--- src/hw/rtl/pfa_ram.sv ---
// Generic simple dual-port RAM with registered read.
module pfa_ram #(
   parameter int WIDTH = 8,
   parameter int DEPTH = 16
) (
   input  logic                     clock,
   input  logic                     wr_en,
   input  logic [$clog2(DEPTH)-1:0] wr_addr,
   input  logic [WIDTH-1:0]         wr_data,
   input  logic [$clog2(DEPTH)-1:0] rd_addr,
   output logic [WIDTH-1:0]         rd_data
);

   logic [WIDTH-1:0] mem_ff [DEPTH];
   logic [WIDTH-1:0] rd_data_ff;

   always_ff @(posedge clock) begin
      if (wr_en) begin
         mem_ff[wr_addr] <= wr_data;
      end
      rd_data_ff <= mem_ff[rd_addr];
   end

   assign rd_data = rd_data_ff;

endmodule

--- config.mk ---
export PLATFORM = sky130hd
export DESIGN_NAME = pfa_ram
export DESIGN_NICKNAME = d
export VERILOG_FILES = /design/src/hw/rtl/pfa_ram.sv
export SDC_FILE = /design/constraint.sdc
export NUM_CORES = 1
export LEC_CHECK = 0
export BUFFER_PORTS_ARGS = -buffer_cell sky130_fd_sc_hd__buf_2
export CAP_MARGIN = 20
export CORE_MARGIN = 2
export CORE_UTILIZATION = 63
export CTS_BUF_LIST = sky130_fd_sc_hd__clkbuf_4
export CTS_CLUSTER_SIZE = 30
export DETAILED_ROUTE_END_ITERATION = 12
export PLACE_DENSITY = 0.84
export SKIP_CTS_REPAIR_TIMING = 1
export SYNTH_ARGS = -nofsm -noshare
export SYNTH_HDL_FRONTEND = slang
export SYNTH_SLANG_ARGS = --single-unit
--- constraint.sdc ---
create_clock -name clock -period 1.9 [get_ports clock]
set_input_delay 0.19 -clock clock [delete_from_list [all_inputs] [get_ports clock]]
set_output_delay 0.19 -clock clock [all_outputs]
set_load 0.03 [all_outputs]
# Word level (Yosys, flattened, before mapping)
# Memory sizes are Yosys's and may differ from the RTL's. A register that Yosys moved wholly into a read port is not among the register bits.
# Index checks and enable logic that the tools add are counted.
dict set report classes {
  div_mod_pow 0
  order_cmp 0
  bitwise 0
  muxes 2
  n_eq_ne 0
  add_sub_neg 0
  n_reduce_logical 0
  n_mul 0
  shift 0
}
# cell n
set ops {}
lappend ops {{$mux W1} 2}
dict set report totals {
  mem_bits_ro 0
  in_bits 18
  out_inout_bits 8
  elab_cells 3
  latchBits 0
  memories 1
  regBits 0
  ram_bits 128
}
# memory words word_bits rd rd_ports_with_merged_regs wr line_no
set mem_list {}
lappend mem_list {mem_ff 16 8 1 1 1 14} ;# logic [WIDTH-1:0] mem_ff [DEPTH];

# Longest topological paths before layout
# Gate-level depths: netlist of the first run.
dict set report logic_depth {
  ltp_word 2
  ltp_mapped 5
}

# Worst setup path after synthesis of the first run
# OpenSTA, ideal clock, no wires.
dict set report synth_path {
  path_type {input to register}
  from {in wr_addr[2]}
  to {mem mem_ff[0][0] (enable)}
  n_path_buf 0
  slack_ns 0.217
  setup_ns 0.383
  arrival_ns 1.300
  cell_stages 2
  cell_sequence {or3b_2 > nor3_1}
}
# element line_no
set synth_rtl {}
lappend synth_rtl {{start: declaration} 8} ;# input logic [$clog2(DEPTH)-1:0] wr_addr,
lappend synth_rtl {{end: declaration} 14}
# Straight into the memory's write port.

==> results of run 1 <==
report_power, final:
group,switching [mW],internal (mW)
clock,1.04,1.18
sequential,0.0177,3.35
combinational,0.206,0.140
synth_stat cells (all sizes together):
library cell / count / area [sq um]
and2b: 1 / 7.51
nor3: 4 / 20.0
mux4: 32 / 773
nand2: 9 / 33.8
clkdlybuf4s25: 3 / 30.0
and2: 1 / 6.26
nor2: 13 / 48.8
a22oi: 16 / 120
nand2b: 2 / 12.5
nand3b: 2 / 15.0
dfxtp: 8 / 160
nand3: 1 / 5.00
edfxtp: 128 / 3840
or3b: 1 / 8.76
buf: 7 / 56.3
nor2b: 1 / 6.26
cells by family after synthesis:
| logic type | count (synthesis) | synth area share, % |
|---|---|---|
| flip-flops | 136 | 77.8 |
| AND/OR/NAND/NOR | 35 | 3.18 |
| multiplexers | 32 | 15.0 |
| AO/OA/AOI/OAI | 16 | 2.33 |
| buffers and inverters | 10 | 1.68 |
critical path, delay by kind of cell (launching register included):
| kind | cells | cell delay [ns] |
|---|---|---|
| AND/OR/NAND/NOR | 1 | 0.10 |
| multiplexers | 1 | 0.52 |
| AO/OA/AOI/OAI | 1 | 0.26 |
| flip-flops | 1 | 0.39 |
per-layer routing:
layer / up-vias / wire length [um]
met1: 1284 / 3580
met5: - / 0
met3: 16 / 578
met2: 112 / 4770
li1: 1084 / -
met4: 0 / 137
layout make-up:
type	count	area (sq um)	area share [%]
Multi-Input combinational cell	83	1060	18.0
Sequential cell	136	4000	68.3
Clock buffer	17	128	2.18
Clock inverter	15	225	3.84
Timing Repair Buffer	46	320	5.46
Tap cell	102	128	2.18
Antenna cell	1	2.50	0.0427
path summary, 6_finish.rpt:
kind,startpoint,to,slack [ns],cells past startpoint
max,mem_ff[5][0]$_DFFE_PP_,rd_data[0]$_DFF_P_,0.53,3
max reg2reg,mem_ff[5][0]$_DFFE_PP_,rd_data[0]$_DFF_P_,0.53,3
min reg2reg,mem_ff[14][1]$_DFFE_PP_,rd_data[1]$_DFF_P_,0.68,3
min,wr_data[7],mem_ff[6][7]$_DFFE_PP_,0.05,1
registers in the layout, summed over array words and instances (netlist names):
register / cells
mem_ff: 128
rd_data: 8
through the flow:
| stage | setup WS, ns | cells | area, sq um |
|---|---|---|---|
| floorplan | 0.217 | 229 | 5150 |
| global placement | 0.356 | 367 | 5510 |
| detailed placement | 0.305 | 367 | 5510 |
| CTS | 0.521 | 399 | 5860 |
| global route | 0.469 | 400 | 5860 |
| finish | 0.531 | 400 | 5860 |
==> results_dict.tcl, run 1 <==
set metrics [dict create \
    status "completed" \
    worstPathRequired_ns 2.29 \
    end_kind "flop" \
    routedWlPerCell_um 22.7 \
    rsz0062_at_grt "false" \
    min_path_type "in2reg" \
    cts.reportedPaths.clkPinSlew_ns 0.12 \
    post-dp-hpwl_mm 6.00 \
    power_mw 5.93 \
    tightest_slew_ns 0.585 \
    ys_seq_elements 136 \
    finalMaxSlewViolations 0 \
    maxCapViolCount 0 \
    use_met1_pct 30.8 \
    fill_cells 432 \
    io_pins 26 \
    synthCells 229 \
    route.vias.total 2496 \
    synth_cell_types 19 \
    final_util_pct 75.1 \
    grt_first_pass_wirelength_mm 14.0 \
    power.leakage_nw 1.99 \
    grt_pass1_vias 2510 \
    seq_area_frac_synth_pct 77.8 \
    ir_worst_vdd_uv 883 \
    dieArea_sq_um 8910 \
    wirelength_mm 9.06 \
    pwr_density_cell_nw_per_um2 1010 \
    core-area_sq_um 7810 \
    clk_latency_ns 0.50 \
    relSlewSlack_pct 60.8 \
    detail-route-antenna-nets 0 \
    slowest_stage "mux4_1" \
    worst_hold_slack_ns 0.0527 \
    max_stage_delay_ns 0.52 \
    synth_area_per_cell_sq_um 22.5 \
    cts_tree "built" \
    hold_viol 0 \
    drtIter0Drc 285 \
    syn-num-nets 247 \
    first_pass_iters 5 \
    ys_warn_count 0 \
    path_cells "mux4_1 -> a22oi_1 -> nand2_1" \
    numPortBuffers 25 \
    max_freq_ghz 0.730 \
    drive_gt1_share_pct 32.7 \
    path_class "reg2reg" \
    syn-cell-area_sq_um 5150 \
    grt_max_degree 23 \
    cts_buffers 17 \
    grt-ovfl-total 0 \
    min_period_ns 1.37 \
    grt_use_met2_pct 37.9 \
    cts_root_buf "clkbuf_4" \
    use_met3_pct 4.31 \
    arrival_ns 1.76 \
    crit_path_start_kind "flop" \
    antenna_found_initial 1 \
    skew_ns 0.0157 \
    remaining_drc_errors 0 \
    gp_congestion 0.757 \
    final.period_utilization_pct 72.0 \
    fp-row-count 32 \
    vias_per_cell 6.24 \
    grt_usage_pct 23.2 \
    setup_viol 0 \
    clock_sinks 136 \
    htree_levels 4 \
    tns_ns 0 \
    die_h_um 94.4 \
    finalNetCount 302 \
    final_cell_mix "128 x edfxtp_1, 25 x buf_2, 18 x mux4_2, 18 x buf_4, 17 x clkbuf_4" \
    clockBufferDepth 2 \
    grt.busiest_layer "met2" \
    start_util_pct 65.9 \
    syn2layout_area_growth_pct 13.9 \
    crit_path_max_fanout 1 \
    final_common_cell "edfxtp_1" \
    die_w_um 94.4 \
]
No activity file was read; power rests on OpenSTA's default activity.
==> run 2: changes to the inputs <==
Settings changed: CORE_UTILIZATION 63 to 57, PLACE_DENSITY 0.84 to 0.8.
Clock period 1.9 ns to 1.22 ns, I/O delays scaled along.
==> results_dict.tcl, run 2 (same netlist as run 1, synthesis figures left out) <==
set metrics [dict create \
    switchingPower_mw 2.06 \
    relSlewSlack_pct 34.1 \
    p_int_mw 7.18 \
    violations "setup timing" \
    crit_path_start_kind "flop" \
    post-dp-hpwl_mm 5.87 \
    p_comb_share_pct 6.9 \
    final.period_utilization_pct 105 \
    htree_levels 4 \
    cts_buffers 17 \
    cts.reportedPaths.clkPinSlew_ns 0.12 \
    clock_sinks 136 \
    p_clk_share_pct 36.3 \
    fp-row-count 34 \
    maxCapViolCount 0 \
    crit_path_max_fanout 1 \
    grt_usage_pct 19.7 \
    critPathTopFamily "multiplexers" \
    path_class "reg2reg" \
    remaining_drc_errors 0 \
    routedWlPerCell_um 21.6 \
    finalMaxSlewViolations 0 \
    dp_slack_ns -0.388 \
    status "finished with violations" \
    end_kind "flop" \
    die_w_um 99.0 \
    drtIter0Drc 263 \
    final_common_cell "edfxtp_1" \
    numPortBuffers 25 \
    core-area_sq_um 8720 \
    crit_buf_inv 0 \
    r2r_slack_ns -0.06 \
    drive_gt1_share_pct 45.4 \
    pwr_density_cell_nw_per_um2 1510 \
    arrival_ns 1.68 \
    start_util_pct 59.0 \
    min_period_ns 1.28 \
    finalNetCount 320 \
    worstPathRequired_ns 1.62 \
    power.leakage_nw 2.04 \
    first_pass_iters 4 \
    clk_latency_ns 0.50 \
    grt_pass1_vias 2540 \
    max_stage_delay_ns 0.48 \
    slowest_stage "mux4_2" \
    ir_worst_vdd_uv 782 \
    io_pins 26 \
    min_path_type "in2reg" \
    dieArea_sq_um 9810 \
    wirelength_mm 9.12 \
    layout_setup_ws_ns -0.0586 \
    whs_path_depth 4 \
    grt_first_pass_wirelength_mm 13.8 \
    syn2layout_area_growth_pct 18.7 \
    worstRegToRegCells 3 \
    tightest_slew_ns 0.987 \
    hp-start "rd_addr[1]" \
    antenna_found_initial 0 \
    min_to "rd_data[2]$_DFF_P_" \
    largest_register "mem_ff" \
    setup_viol 7 \
    hold_viol 0 \
    seqPwrFrac_pct 56.8 \
    die_h_um 99.0 \
    final_cell_mix "128 x edfxtp_1, 32 x mux4_2, 27 x buf_4, 22 x buf_2, 18 x clkbuf_4" \
    skew_ns 0.00885 \
    path_cells "mux4_2 -> a22oi_2 -> nand2_1" \
    cts_tree "built" \
    antennaDiodeCount 0 \
    clockBufferDepth 2 \
    route.vias.total 2489 \
    cts_root_buf "clkbuf_4" \
    grt_max_degree 19 \
    gp_congestion 0.727 \
    netSwitchingFraction_pct 22.3 \
    fill_cells 507 \
    reg2reg_from "mem_ff[3][5]$_DFFE_PP_" \
    largest_register_ffs 128 \
    grt-ovfl-total 0 \
    max_freq_ghz 0.782 \
    detail-route-antenna-nets 0 \
    r2r-end "rd_data[5]$_DFF_P_" \
    power_mw 9.24 \
    rsz0062_at_grt "true" \
    vias_per_cell 5.88 \
]
[run 2: routing by layer]
| layer | track usage (%) | routed length [um] | up-vias |
|---|---|---|---|
| li1 | - | - | 1107 |
| met1 | 25.9 | 3740 | 1271 |
| met2 | 31.1 | 4620 | 103 |
| met3 | 7.59 | 673 | 8 |
| met4 | 5.69 | 90 | 0 |
| met5 | 0 | 0 | - |
[run 2: final cells by class]
type,instances,area (sq um),share of cell area [%]
Sequential cell,136,4010,65.5
Clock buffer,17,128,2.09
Multi-Input combinational cell,83,1110,18.1
Tap cell,108,135,2.21
Timing Repair Buffer,64,520,8.52
Clock inverter,15,216,3.54
[run 2: stage by stage]
| step | utilization [%] | std cells | instance area, sq um | hold WS, ns | setup TNS [ns] |
|---|---|---|---|---|---|
| final | 70.1 | 423 | 6110 | 0.0903 | -0.198 |
| after global routing | 70.1 | 423 | 6110 | 0.0625 | -0.556 |
| after CTS | 68.9 | 415 | 6010 | -0.0499 | -0.763 |
| after detailed placement | 65.0 | 383 | 5670 | 0.515 | -5.74 |
| after global placement | 65.0 | 383 | 5670 | 0.511 | -4.53 |
| after floorplan | - | 229 | 5190 | 0.221 | -0.309 |
[run 2: worst max path at each step]
stage,cells past startpoint,start,to
5_1_grt,3,mem_ff[0][5]$_DFFE_PP_,rd_data[5]$_DFF_P_
6_report,3,mem_ff[3][5]$_DFFE_PP_,rd_data[5]$_DFF_P_
3_5_place_dp,5,rd_addr[0],rd_data[5]$_DFF_P_
4_1_cts,3,mem_ff[0][5]$_DFFE_PP_,rd_data[5]$_DFF_P_
3_3_place_gp,5,rd_addr[0],rd_data[5]$_DFF_P_
2_1_floorplan,5,rd_addr[0],rd_data[1]$_DFF_P_
[run 2: tightest hold or removal path: cells and delay by family]
family | cells | cell delay [ns]
buffers and inverters | 1 | 0.13
multiplexers | 1 | 0.21
AND/OR/NAND/NOR | 1 | 0.06
AO/OA/AOI/OAI | 1 | 0.06
[run 2: power by group through the flow]
stage	logic, mW	registers, mW	clock network [mW]
2_1_floorplan	0.274	5.41	0
3_3_place_gp	0.566	5.35	0
3_5_place_dp	0.579	5.35	0
4_1_cts	0.580	5.24	3.40
5_1_grt	0.688	5.26	3.58
6_report	0.638	5.25	3.35
==> run 3: changes to the inputs <==
Settings changed: RECOVER_POWER from default to 100.
==> results_dict.tcl, run 3 (same netlist as run 1, synthesis figures left out) <==
set metrics [dict create \
    status "finished with violations" \
    violations "setup timing" \
    layout_setup_ws_ns -0.0664 \
    finalMaxSlewViolations 0 \
    route.vias.total 2480 \
    fill_cells 544 \
    final.period_utilization_pct 105 \
    setup_viol 14 \
    grt_pass1_vias 2540 \
    relSlewSlack_pct 32.6 \
    ir_worst_vdd_uv 783 \
    whs_path_depth 4 \
    gp_congestion 0.727 \
    min_path_type "in2reg" \
    hold_viol 0 \
    dp.cells 383 \
    regArea_sq_um 4010 \
    end_kind "flop" \
    r2r-end "rd_data[5]$_DFF_P_" \
    grt_first_pass_wirelength_mm 13.8 \
    crit_path_start_kind "flop" \
    dp_slack_ns -0.388 \
    grt_max_degree 19 \
    finalNonFillerCells 423 \
    rsz0062_at_grt "true" \
    finalNetCount 320 \
    fp-row-count 34 \
    grt-ovfl-total 0 \
    power.leakage_nw 1.93 \
    cts_buffers 17 \
    remaining_drc_errors 0 \
    dieArea_sq_um 9810 \
    drtIter0Drc 196 \
    clock_sinks 136 \
    wirelength_mm 9.19 \
    first_pass_iters 4 \
    min_period_ns 1.29 \
    worstPathRequired_ns 1.61 \
    antenna_found_initial 0 \
    final_util_pct 68.2 \
    tightest_slew_ns 1.01 \
    min_to "rd_data[2]$_DFF_P_" \
    reg2reg_from "mem_ff[0][5]$_DFFE_PP_" \
    cts_tree "built" \
    cts.reportedPaths.clkPinSlew_ns 0.12 \
    place_area_sq_um 5670 \
    htree_levels 4 \
    r2r_slack_ns -0.07 \
    io_pins 26 \
    drive_gt1_share_pct 34.6 \
    path_class "reg2reg" \
    largest_register "mem_ff" \
    antennaDiodeCount 0 \
    detail-route-antenna-nets 0 \
    final_cell_mix "128 x edfxtp_1, 32 x mux4_2, 27 x clkbuf_1, 18 x clkbuf_4" \
    skew_ns 0.0104 \
    hp-start "rd_addr[1]" \
    max_freq_ghz 0.777 \
    final_cell_area_sq_um 5950 \
    start_util_pct 59.0 \
    core-area_sq_um 8720 \
    numPortBuffers 25 \
    grt_usage_pct 19.7 \
    syn2layout_area_growth_pct 15.6 \
    die_h_um 99.0 \
    clk_latency_ns 0.49 \
    die_w_um 99.0 \
    arrival_ns 1.67 \
    multiInputGateArea_sq_um 1070 \
    final_common_cell "edfxtp_1" \
    clockBufferDepth 2 \
    vias_per_cell 5.86 \
    cts_root_buf "clkbuf_4" \
    crit_path_max_fanout 1 \
    maxCapViolCount 0 \
    pwr_density_cell_nw_per_um2 1550 \
    worstRegToRegCells 3 \
    routedWlPerCell_um 21.7 \
    largest_register_ffs 128 \
    post-dp-hpwl_mm 5.87 \
]
-- run 3: cell types whose count changed in the layout (fill, tap and decap cells not counted), sizes merged --
cell / delta
buf: -29
clkbuf: +29
-- run 3: worst max-delay path by stage --
stage / start / endpoint / slack [ns] / cells after the start
final: mem_ff[0][5]$_DFFE_PP_ / rd_data[5]$_DFF_P_ / -0.07 / 3
after global routing: mem_ff[0][5]$_DFFE_PP_ / rd_data[5]$_DFF_P_ / -0.12 / 3
after CTS: mem_ff[0][5]$_DFFE_PP_ / rd_data[5]$_DFF_P_ / -0.13 / 3
after detailed placement: rd_addr[0] / rd_data[5]$_DFF_P_ / -0.39 / 5
after global placement: rd_addr[0] / rd_data[5]$_DFF_P_ / -0.34 / 5
after floorplan: rd_addr[0] / rd_data[1]$_DFF_P_ / -0.04 / 5
-- run 3: worst max-delay path, stage by stage, from the launching register on --
cell and delay, ns:
edfxtp_1 0.40, mux4_2 0.48, a22oi_2 0.20, nand2_1 0.09
-- run 3: power by group --
group          switching [mW]  internal (mW)
registers              0.0327           5.22
clock network            1.67           1.68
logic                   0.349          0.262
total                    2.05           7.16
-- run 3: cell type report --
type / count / share of cell area (%)
Clock buffer: 17 / 2.14
Timing Repair Buffer: 64 / 6.58
Tap cell: 108 / 2.27
Sequential cell: 136 / 67.3
Clock inverter: 15 / 3.64
Multi-Input combinational cell: 83 / 18.1
-- run 3: layer usage --
layer	vias to the layer above	track usage, %	wire length, um
met4	0	5.69	90
met2	110	31.1	4640
met5	-	0	0
met1	1256	25.9	3760
li1	1107	-	-
met3	7	7.59	701
-- run 3: per-stage QoR --
stage	hold WS, ns	setup TNS [ns]	power [mW]
finish	0.0987	-0.281	9.21
global route	0.0625	-0.620	9.50
CTS	-0.0499	-0.763	9.22
detailed placement	0.515	-5.74	5.93
global placement	0.511	-4.53	5.91
floorplan	0.221	-0.309	5.68
